[config.mk]
export PLATFORM = sky130hd
export DESIGN_NAME = button_debounce_press_classifier_unit
export DESIGN_NICKNAME = d
export VERILOG_FILES = /design/src/hw/rtl/bdpc_pkg.sv /design/src/hw/rtl/bdpc_debounce.sv /design/src/hw/rtl/bdpc_classify.sv /design/src/hw/rtl/button_debounce_press_classifier_unit.sv
export VERILOG_INCLUDE_DIRS = /design/src /design/src/hw/rtl
export SDC_FILE = /design/constraint.sdc
export NUM_CORES = 1
export LEC_CHECK = 0
export BUFFER_PORTS_ARGS = -buffer_cell sky130_fd_sc_hd__buf_2
export CORE_MARGIN = 10
export CORE_UTILIZATION = 51
export CTS_CLUSTER_SIZE = 14
export DETAILED_ROUTE_END_ITERATION = 12
export PLACE_DENSITY_LB_ADDON = 0.25
export SLEW_MARGIN = 0
export SYNTH_ARGS = -nofsm -noshare
export SYNTH_HDL_FRONTEND = slang
export SYNTH_HIERARCHICAL = 1
export SYNTH_SLANG_ARGS = --single-unit
[constraint.sdc]
create_clock -name clock -period 6.1 [get_ports clock]
set_input_delay 0.61 -clock clock [delete_from_list [all_inputs] [get_ports clock]]
set_output_delay 0.61 -clock clock [all_outputs]
set_load 0.05 [all_outputs]
[src/hw/rtl/button_debounce_press_classifier_unit_defines.svh]
// ----------------------------------------------------------------------------
// Assertion macros for the button debounce and press classifier
// Immediate-cycle and next-cycle property wrappers, empty in synthesis.
// ----------------------------------------------------------------------------
`ifndef BUTTON_DEBOUNCE_PRESS_CLASSIFIER_UNIT_DEFINES_SVH
`define BUTTON_DEBOUNCE_PRESS_CLASSIFIER_UNIT_DEFINES_SVH

`ifndef SYNTHESIS
// Check that cons holds in the same cycle as ante
`define BDPC_ASSERT_NOW(label, clk, rst, ante, cons) \
   label: assert property (@(posedge clk) disable iff (rst) (ante) |-> (cons)) \
      else $error("bdpc assertion failed");
// Check that cons holds in the cycle after ante
`define BDPC_ASSERT_NEXT(label, clk, rst, ante, cons) \
   label: assert property (@(posedge clk) disable iff (rst) (ante) |=> (cons)) \
      else $error("bdpc assertion failed");
`else
`define BDPC_ASSERT_NOW(label, clk, rst, ante, cons)
`define BDPC_ASSERT_NEXT(label, clk, rst, ante, cons)
`endif

`endif

[src/hw/rtl/bdpc_pkg.sv]
`timescale 1ns / 1ps
// ----------------------------------------------------------------------------
// bdpc_pkg
// Types and constants shared by the debounce and press classifier modules.
// ----------------------------------------------------------------------------
package bdpc_pkg;

   // Configuration register indexes
   localparam logic [1:0] CSR_MIN_STABLE = 2'd0;
   localparam logic [1:0] CSR_LONG_PRESS = 2'd1;
   localparam logic [1:0] CSR_FULL_HOLD  = 2'd2;

   // Configuration reset values
   localparam logic [15:0] MIN_STABLE_RESET = 16'd20;
   localparam logic [31:0] LONG_PRESS_RESET = 32'd1000;
   localparam logic [31:0] FULL_HOLD_RESET  = 32'd5000;

   // Event codes reported with each result beat
   typedef enum logic [2:0] {
      EV_NONE    = 3'd0,
      EV_SHORT   = 3'd1,
      EV_PENDING = 3'd2,
      EV_LONG    = 3'd3,
      EV_HOLD    = 3'd4
   } event_code_type;

   // Press machine states, one-hot
   typedef enum logic [3:0] {
      ST_RELEASED = 4'b0001,
      ST_PRESSED  = 4'b0010,
      ST_LONG     = 4'b0100,
      ST_HELD     = 4'b1000
   } press_state_type;

   // Debouncer view handed to the classifier for the current sample
   typedef struct packed {
      logic        level;
      logic [31:0] time_in_level;
   } deb_status_type;

endpackage

[src/hw/rtl/bdpc_debounce.sv]
`timescale 1ns / 1ps
// ----------------------------------------------------------------------------
// bdpc_debounce
// Validates the contact level and tracks time spent in the validated level.
// ----------------------------------------------------------------------------
module bdpc_debounce (
   input  logic                    clock,
   input  logic                    reset,
   input  logic                    step,
   input  logic                    pin_level,
   input  logic [31:0]             now_ms,
   input  logic [15:0]             min_stable_ms,
   output bdpc_pkg::deb_status_type status
);

   logic        validated_ff, validated_in;
   logic        prev_sample_ff, prev_sample_in;
   logic [31:0] sample_time_ff, sample_time_in;
   logic [31:0] level_time_ff, level_time_in;
   logic [31:0] time_in_level_ff, time_in_level_in;
   logic        contact;
   logic [31:0] since_sample;
   logic [31:0] since_level;

   assign contact      = ~pin_level;
   assign since_sample = now_ms - sample_time_ff;
   assign since_level  = now_ms - level_time_ff;

   // Work out the debouncer's next state for this sample
   always_comb begin
      validated_in     = validated_ff;
      prev_sample_in   = prev_sample_ff;
      sample_time_in   = sample_time_ff;
      level_time_in    = level_time_ff;
      time_in_level_in = time_in_level_ff;
      if (contact != prev_sample_ff) begin
         sample_time_in = now_ms;
         prev_sample_in = contact;
      end else if (contact == validated_ff) begin
         time_in_level_in = since_level;
      end else if (since_sample > {16'd0, min_stable_ms}) begin
         validated_in     = contact;
         level_time_in    = now_ms;
         time_in_level_in = 32'd0;
      end else begin
         time_in_level_in = since_level;
      end
   end

   // Advance the state once per accepted sample
   always_ff @(posedge clock) begin
      if (reset) begin
         validated_ff     <= 1'b0;
         prev_sample_ff   <= 1'b0;
         sample_time_ff   <= 32'd0;
         level_time_ff    <= 32'd0;
         time_in_level_ff <= 32'd0;
      end else if (step) begin
         validated_ff     <= validated_in;
         prev_sample_ff   <= prev_sample_in;
         sample_time_ff   <= sample_time_in;
         level_time_ff    <= level_time_in;
         time_in_level_ff <= time_in_level_in;
      end
   end

   assign status.level         = validated_in;
   assign status.time_in_level = time_in_level_in;

endmodule

[src/hw/rtl/bdpc_classify.sv]
`timescale 1ns / 1ps
// ----------------------------------------------------------------------------
// bdpc_classify
// Press state machine: turns the validated level into press events.
// ----------------------------------------------------------------------------
module bdpc_classify (
   input  logic                    clock,
   input  logic                    reset,
   input  logic                    step,
   input  bdpc_pkg::deb_status_type status,
   input  logic [31:0]             long_press_ms,
   input  logic [31:0]             full_hold_ms,
   output bdpc_pkg::event_code_type event_code
);

   bdpc_pkg::press_state_type state_ff, state_in;

   // Decide the next state and the event for this sample
   always_comb begin
      state_in   = state_ff;
      event_code = bdpc_pkg::EV_NONE;
      case (state_ff)
         bdpc_pkg::ST_RELEASED: begin
            if (status.level) begin
               state_in = bdpc_pkg::ST_PRESSED;
            end
         end
         bdpc_pkg::ST_PRESSED: begin
            if (!status.level) begin
               state_in   = bdpc_pkg::ST_RELEASED;
               event_code = bdpc_pkg::EV_SHORT;
            end else if (status.time_in_level > long_press_ms) begin
               state_in   = bdpc_pkg::ST_LONG;
               event_code = bdpc_pkg::EV_PENDING;
            end
         end
         bdpc_pkg::ST_LONG: begin
            if (!status.level) begin
               state_in   = bdpc_pkg::ST_RELEASED;
               event_code = bdpc_pkg::EV_LONG;
            end else if (status.time_in_level > full_hold_ms) begin
               state_in   = bdpc_pkg::ST_HELD;
               event_code = bdpc_pkg::EV_HOLD;
            end
         end
         bdpc_pkg::ST_HELD: begin
            if (!status.level) begin
               state_in = bdpc_pkg::ST_RELEASED;
            end
         end
         default: begin
            state_in = bdpc_pkg::ST_RELEASED;
         end
      endcase
   end

   // Advance the machine once per accepted sample
   always_ff @(posedge clock) begin
      if (reset) begin
         state_ff <= bdpc_pkg::ST_RELEASED;
      end else if (step) begin
         state_ff <= state_in;
      end
   end

endmodule

[src/hw/rtl/button_debounce_press_classifier_unit.sv]
`timescale 1ns / 1ps
// ----------------------------------------------------------------------------
// button_debounce_press_classifier_unit
// Debounces an active-low button and classifies presses, one sample a beat.
// ----------------------------------------------------------------------------
// Each request beat carries one raw pin sample (0 = contact closed) with a
// wrapping millisecond timestamp, and produces exactly one response beat with
// the press event, the validated contact level and the time closed. A new
// sample is taken every clock cycle while the response is not stalled. An
// accepted sample is held in the input register, then moves on to the
// response register once that register is free. The path between the two
// registers is a 32-bit subtract, the stable-time compare that picks the new
// time in level, and the 32-bit long press or full hold compare after it. A
// stalled response holds the input register, which then holds off further
// requests. Configuration writes take effect at once and are meant for times
// when no sample is in flight.
module button_debounce_press_classifier_unit (
   input  logic        clock,
   input  logic        reset,
   // request channel
   input  logic        req_valid,
   output logic        req_stall,
   input  logic        req_pin_level,
   input  logic [31:0] req_now_ms,
   // response channel
   output logic        rsp_valid,
   input  logic        rsp_stall,
   output logic [2:0]  rsp_event_code,
   output logic        rsp_closed,
   output logic [31:0] rsp_closed_for_ms,
   // configuration port
   input  logic        csr_write_enable,
   input  logic [1:0]  csr_index,
   input  logic [31:0] csr_write_data
);

   `include "button_debounce_press_classifier_unit_defines.svh"

   logic [15:0] min_stable_ff;
   logic [31:0] long_press_ff;
   logic [31:0] full_hold_ff;

   logic        in_valid_ff, in_valid_in;
   logic        in_pin_ff;
   logic [31:0] in_now_ff;

   logic        out_valid_ff, out_valid_in;
   logic [2:0]  out_event_ff;
   logic        out_closed_ff;
   logic [31:0] out_closed_for_ff;

   logic                     req_take;
   logic                     advance;
   bdpc_pkg::deb_status_type status;
   bdpc_pkg::event_code_type event_code;

   // Write configuration registers
   always_ff @(posedge clock) begin
      if (reset) begin
         min_stable_ff <= bdpc_pkg::MIN_STABLE_RESET;
         long_press_ff <= bdpc_pkg::LONG_PRESS_RESET;
         full_hold_ff  <= bdpc_pkg::FULL_HOLD_RESET;
      end else if (csr_write_enable) begin
         case (csr_index)
            bdpc_pkg::CSR_MIN_STABLE: min_stable_ff <= csr_write_data[15:0];
            bdpc_pkg::CSR_LONG_PRESS: long_press_ff <= csr_write_data;
            bdpc_pkg::CSR_FULL_HOLD:  full_hold_ff  <= csr_write_data;
            default: begin
            end
         endcase
      end
   end

   // Handshake: move the input beat on when the response register is free
   assign advance     = in_valid_ff && (!out_valid_ff || !rsp_stall);
   assign req_stall   = in_valid_ff && !advance;
   assign req_take    = req_valid && !req_stall;
   assign in_valid_in = req_take || (in_valid_ff && !advance);
   assign out_valid_in = advance || (out_valid_ff && rsp_stall);

   // Hold the accepted sample
   always_ff @(posedge clock) begin
      if (reset) begin
         in_valid_ff <= 1'b0;
      end else begin
         in_valid_ff <= in_valid_in;
      end
   end

   always_ff @(posedge clock) begin
      if (req_take) begin
         in_pin_ff <= req_pin_level;
         in_now_ff <= req_now_ms;
      end
   end

   bdpc_debounce u_debounce (
      .clock         (clock),
      .reset         (reset),
      .step          (advance),
      .pin_level     (in_pin_ff),
      .now_ms        (in_now_ff),
      .min_stable_ms (min_stable_ff),
      .status        (status)
   );

   bdpc_classify u_classify (
      .clock         (clock),
      .reset         (reset),
      .step          (advance),
      .status        (status),
      .long_press_ms (long_press_ff),
      .full_hold_ms  (full_hold_ff),
      .event_code    (event_code)
   );

   // Capture the response beat
   always_ff @(posedge clock) begin
      if (reset) begin
         out_valid_ff <= 1'b0;
      end else begin
         out_valid_ff <= out_valid_in;
      end
   end

   always_ff @(posedge clock) begin
      if (advance) begin
         out_event_ff      <= event_code;
         out_closed_ff     <= status.level;
         out_closed_for_ff <= status.level ? status.time_in_level : 32'd0;
      end
   end

   assign rsp_valid         = out_valid_ff;
   assign rsp_event_code    = out_event_ff;
   assign rsp_closed        = out_closed_ff;
   assign rsp_closed_for_ms = out_closed_for_ff;

   // Open contact always reports zero closed time
   `BDPC_ASSERT_NOW(a_open_zero_time, clock, reset, out_valid_ff && !out_closed_ff, out_closed_for_ff == 32'd0)
   // Release events only come with an open contact
   `BDPC_ASSERT_NOW(a_release_open, clock, reset, out_valid_ff && (out_event_ff == bdpc_pkg::EV_SHORT || out_event_ff == bdpc_pkg::EV_LONG), !out_closed_ff)
   // Long pending and full hold only come with a closed contact
   `BDPC_ASSERT_NOW(a_hold_closed, clock, reset, out_valid_ff && (out_event_ff == bdpc_pkg::EV_PENDING || out_event_ff == bdpc_pkg::EV_HOLD), out_closed_ff)
   // A beat that cannot advance stays in the input register
   `BDPC_ASSERT_NEXT(a_input_held, clock, reset, in_valid_ff && !advance, in_valid_ff)
   // An advancing beat shows up as a response in the next cycle
   `BDPC_ASSERT_NEXT(a_advance_out, clock, reset, advance, out_valid_ff)

endmodule
Word level (Yosys, flattened, before mapping) --
Index checks and enable logic that the tools add are counted.
Storage, ports and cells: register bits 253, bits in latches 0, RAM bits 0, bits in read-only memories 0, logic and storage cells 72, memories kept 0
Operators by class: add/sub/neg operators 2, $mul 0, div/mod/pow operators 0, magnitude comparators 3, equality and inequality tests 12, shift operators 0, muxes and demuxes 18, bitwise logic cells 3, reductions and logical operators 18
Operators by type and width (count):
- 32-bit 2-to-1 mux | 3
- 32-bit > comparator | 2
- 32-bit subtractor | 2
- 32-bit by 16-bit > comparator with 1-bit output | 1
- 4-bit 2-to-1 mux | 6
- 4-bit one-hot mux with 4 select lines | 1
- 3-bit 2-to-1 mux | 3
- 2-bit AND reduction | 4
- 3-bit by 2-bit inequality test with 1-bit output (second input constant) | 2
- 3-bit one-hot mux with 2 select lines | 1
- 5-bit AND reduction | 1
- 4-bit by 1-bit equality test with 1-bit output (second input constant) | 1
- 4-bit by 2-bit equality test with 1-bit output (second input constant) | 1
- 4-bit by 3-bit equality test with 1-bit output (second input constant) | 1
- 4-bit equality test (second input constant) | 1
- 1-bit logical AND | 4
- 1-bit logical NOT | 4
- 2-bit inequality test (second input constant) | 2
- 4-bit AND reduction | 1
- 1-bit logical OR | 3
- 1-bit 2-to-1 mux | 3
- 1-bit inverter | 3
- 2-bit by 1-bit equality test with 1-bit output (second input constant) | 1
- 2-bit equality test (second input constant) | 1
- 4 further kinds | 4

Depth between registers and ports, before layout --
depth after elaboration 9, depth in mapped cells 33, gate-level depth less buffers 31

By module --
The synthesis kept the hierarchy.
Modules (own cells, without submodules):
- bdpc_debounce | times used 1, cells an instance 1012, area an instance 7885.1 µm², sequential area each 1961.9 µm²
- button_debounce_press_classifier_unit | times used 1, cells an instance 423, area an instance 5657.9 µm², sequential area each 3713.6 µm²
- bdpc_classify | times used 1, cells an instance 272, area an instance 2039.5 µm², sequential area each 80.1 µm²

Least setup slack after synthesis --
No wires, ideal clock.
path type register to register, start point register in_now_ff[0], end point register u_classify.state_ff[3], library setup time 0.085 ns, arrival 6.226 ns, data required time 6.015 ns, slack -0.210 ns, stages on the path, launching flop included 30, clock period less this slack 6.310 ns, cells stage by stage edfxtp_1 -> inv_1 -> ha_1 -> fa_1 -> nand2b_1 -> a21oi_1 -> o21ai_2 -> nand2_1 -> a31oi_1 -> o21ai_0 -> xor2_1 -> ha_1 -> nand4_1 -> or4_1 -> o21ai_0 -> o2111ai_1 -> or4_4 -> nor4_4 -> a21oi_1 -> o22ai_1 -> buf_2 -> buf_4 -> a22o_1 -> ha_1 -> nand4_4 -> nor4_4 -> nor3b_2 -> a211oi_1 -> or3_4 -> o31ai_2
RTL lines:
- from (decl) | RTL line button_debounce_press_classifier_unit.sv:45 | logic [31:0] in_now_ff;
- from (signal assigned) | RTL line button_debounce_press_classifier_unit.sv:93 | in_now_ff <= req_now_ms;
- to (signal assigned) | RTL line bdpc_classify.sv:60 | state_ff <= bdpc_pkg::ST_RELEASED;
- to (signal assigned) | RTL line bdpc_classify.sv:62 | state_ff <= state_in;
- to (decl) | RTL line bdpc_classify.sv:16 | bdpc_pkg::press_state_type state_ff, state_in;

==> flow_metrics.py <==
metrics = {
    "global_route": {
        "grt_max_degree": 76,
        "antenna_found_initial": 0,
        "grt_pass1_vias": 12600,
        "grt_remaining_overflow": 0,
        "grt_pass1_wl_mm": 65.6,
        "grt.total_usage": 0.204,
    },
    "synth": {
        "synth_compound_area_frac": 0.171,
        "synthDistinctLibCells": 81,
        "synth-simple-area-share": 0.173,
        "synth.avg_cell_area_sq_um": 9.13,
        "synth_edf_count": 69,
        "synth_top_family_by_area": "simple AND/OR/NAND/NOR gates",
        "synth_cells": 1707,
        "synth_top_area_cell": "dfxtp_1",
        "synth_ff_type": "dfxtp_1",
        "async_flop_share": 0,
        "seq_area_frac_synth": 0.369,
        "muxShareOfSynthArea": 0.0765,
        "ys_ff_latch": 253,
        "netlist.area_leader.share": 0.236,
        "synth_top_cells_by_area": "dfxtp_1 24%, edfxtp_1 13%, ha_1 11%, mux2i_1 7.6%, nand2b_1 4.5%",
        "synth_fa_ha_area_frac": 0.117,
        "synthXorXnorAreaFrac": 0.0275,
        "syn_nets": 1923,
        "synth_area_sq_um": 15600,
        "yosys_warnings": 6,
    },
    "critical_path": {
        "reg2reg_from": "in_now_ff[0]",
        "r2r_slack_ns": -0.28,
        "crit_path_end_kind": "flip-flop",
        "crit_end": "u_classify/state_ff[0]",
        "crit_arrival_ns": 6.86,
        "worst_setup_path_start_kind": "flip-flop",
        "startpoint": "in_now_ff[0]",
        "crit_fanout": 5,
        "crit_family": "compound AO/OA/AOI/OAI gates",
        "r2r_cells": 34,
        "crit_top_cell": "buf_4",
        "required_ns": 6.57,
        "critPathKind": "reg -> reg",
        "cpPeakStageDelay_ns": 0.44,
        "crit_cells": 34,
        "cp_slowest_cell": "or4_4",
        "cp_num_buf_inv": 5,
        "worstReg2RegEnd": "u_classify/state_ff[0]",
    },
    "layout": {
        "drive_above_1_share": 0.217,
        "final_cell_mix": "184 x dfxtp_1, 169 x inv_1, 146 x buf_4",
        "fin_nets": 2143,
        "synthToLayoutAreaGrowth_pct": 22.7,
        "post-route-util": 0.640,
        "diodes": 0,
        "final_common_cell": "dfxtp_1",
        "fill_cells": 2454,
    },
    "timing": {
        "setup_ws_ns": -0.285,
        "skew_ns": 0.0208,
        "finalCritPeriodShare": 1.05,
        "period_needed_ns": 6.38,
        "setup_viol": 6,
        "max_freq_mhz": 157,
        "relSlewSlack": 0.299,
        "rsz0062_at_grt": "yes",
        "slew_violations": 0,
        "tightest_slew_ns": 1.05,
        "hold_viol": 0,
    },
    "drt": {
        "drc": 0,
        "drt-total-wl_mm": 40.4,
        "drt-initial-drc-count": 766,
        "vias_per_cell": 5.48,
        "wl_per_cell_um": 17.3,
        "via_count": 12800,
        "antenna_left": 0,
        "drt-pass1-iter-count": 5,
    },
    "power_and_ir_drop": {
        "power_density_nw_per_um2": 247,
        "irDropWorstVdd_mv": 0.223,
        "p_leak_nw": 7.88,
    },
    "floorplan": {
        "initial_core_util": 0.522,
        "io-pin-count": 110,
        "design.core.area_sq_um": 29900,
        "dieArea_sq_um": 37900,
        "rows": 63,
        "die_h_um": 195,
        "die_x_um": 195,
    },
    "placement": {
        "io_buffer_count": 109,
        "place_hpwl_mm": 29.7,
        "gp_congestion": 0.913,
        "dp_slack_ns": -0.550,
    },
    "clock_network": {
        "cts_root_buf": "clkbuf_16",
        "h-tree-depth": 1,
        "cts_sinks": 253,
        "cts_made_buffers": 28,
        "hold_buffers": 0,
        "clk_pin_slew_worst_paths_ns": 0.06,
        "clkLatencyLatePin_ns": 0.56,
        "clockBufferDepth": 3,
        "cts_tree": "built",
    },
    "flow_run": {
        "maxCapViolations": 0,
    },
    "outcome": {
        "violations": "setup timing",
        "outcome": "finished with violations",
    },
    "worst_hold_path": {
        "worst_hold_path_type": "in -> reg",
    },
}
[synth_stat cells (37+ instances only)]
cell type / count
a22o_1: 62
nor2_1: 109
o21ai_0: 42
nand2_1: 128
nand2b_1: 112
a21oi_1: 134
dfxtp_1: 184
inv_1: 170
clkbuf_1: 44
ha_1: 142
and2_1: 40
xnor2_1: 37
edfxtp_1: 69
mux2i_1: 118
[routing by layer]
metal / wire length (um) / GRT usage
met5: 0 / 0
met4: 775 / 0.0414
met3: 1590 / 0.0265
met2: 19000 / 0.343
met1: 19000 / 0.275
[per-stage QoR]
step / cell area, sq um / cells / TNS [ns] / hold slack, ns / power, W
6_report: 19100 / 2339 / -1.28 / 0.240 / 0.00472
5_1_grt: 19100 / 2339 / -3.58 / 0.215 / 0.00495
4_1_cts: 18900 / 2329 / -0.945 / 0.211 / 0.00471
3_5_place_dp: 17200 / 2254 / -2.79 / 0.447 / 0.00289
3_3_place_gp: 17200 / 2254 / -2.18 / 0.442 / 0.00287
2_1_floorplan: 15600 / 1707 / 0 / 0.436 / 0.00256
[logic make-up (layout without fill, tap and decap cells)]
logic type | after synthesis | in the layout
xor gates and xnor gates | 49 | 49
buffers and inverters | 243 | 485
AOI/OAI and AO/OA | 386 | 386
adders and majority gates | 144 | 144
muxes | 119 | 119
and+or+nand+nor | 513 | 513
DFF | 253 | 253
[repair_timing]
action	in CTS	in global routing
setup endpoints to repair	6	6
cloned	3	0
pin swaps	29	19
resized for setup	73	26
setup buffers	20	11
[worst reg2reg max path: cells and delay by family, from the launching register on]
| kind | cells | cell delay, ns |
|---|---|---|
| AOI/OAI and AO/OA | 14 | 2.27 |
| and+or+nand+nor | 9 | 1.57 |
| adders and majority gates | 4 | 1.06 |
| buffers and inverters | 5 | 0.70 |
| DFF | 1 | 0.35 |
| muxes | 1 | 0.21 |
| xor gates and xnor gates | 1 | 0.17 |
[cell type report]
class                      count  area [sq um]  area share
multi-input combinational   1211          9480       0.496
sequential                   253          5760       0.301
timing repair buffer         263          1810      0.0944
clock buffer                  38           801      0.0419
inverter                     170           638      0.0334
tap                          390           488      0.0255
clock inverter                14           148     0.00772
[sequential cells by signal (all words and copies together), names as in the netlist, 3 cells and up]
name / cells
u_classify/state_ff: 4
min_stable_ff: 16
u_debounce/sample_time_ff: 32
full_hold_ff: 32
u_debounce/time_in_level_ff: 32
in_now_ff: 32
long_press_ff: 32
rsp_event_code: 3
rsp_closed_for_ms: 32
u_debounce/level_time_ff: 32
[how the worst min path moves through the flow]
stage	slack (ns)	cells past startpoint	endpoint	start
after CTS	0.21	1	in_now_ff[8]	req_now_ms[8]
final	0.24	1	in_now_ff[2]	req_now_ms[2]
after detailed placement	0.45	2	u_debounce/sample_time_ff[15]	u_debounce/sample_time_ff[15]
after floorplan	0.44	2	u_debounce/sample_time_ff[10]	u_debounce/sample_time_ff[10]
after global routing	0.21	1	in_now_ff[8]	req_now_ms[8]
after global placement	0.44	2	u_debounce/sample_time_ff[20]	u_debounce/sample_time_ff[20]
[report_power, final]
group	switching, W	internal, W	leakage (nW)
clock network	0.000693	0.00101	0.467
logic	0.000654	0.000530	5.26
registers	0.0000436	0.00179	2.15
total	0.00139	0.00333	7.88
Note: power is estimated with default switching activity, not from simulation.
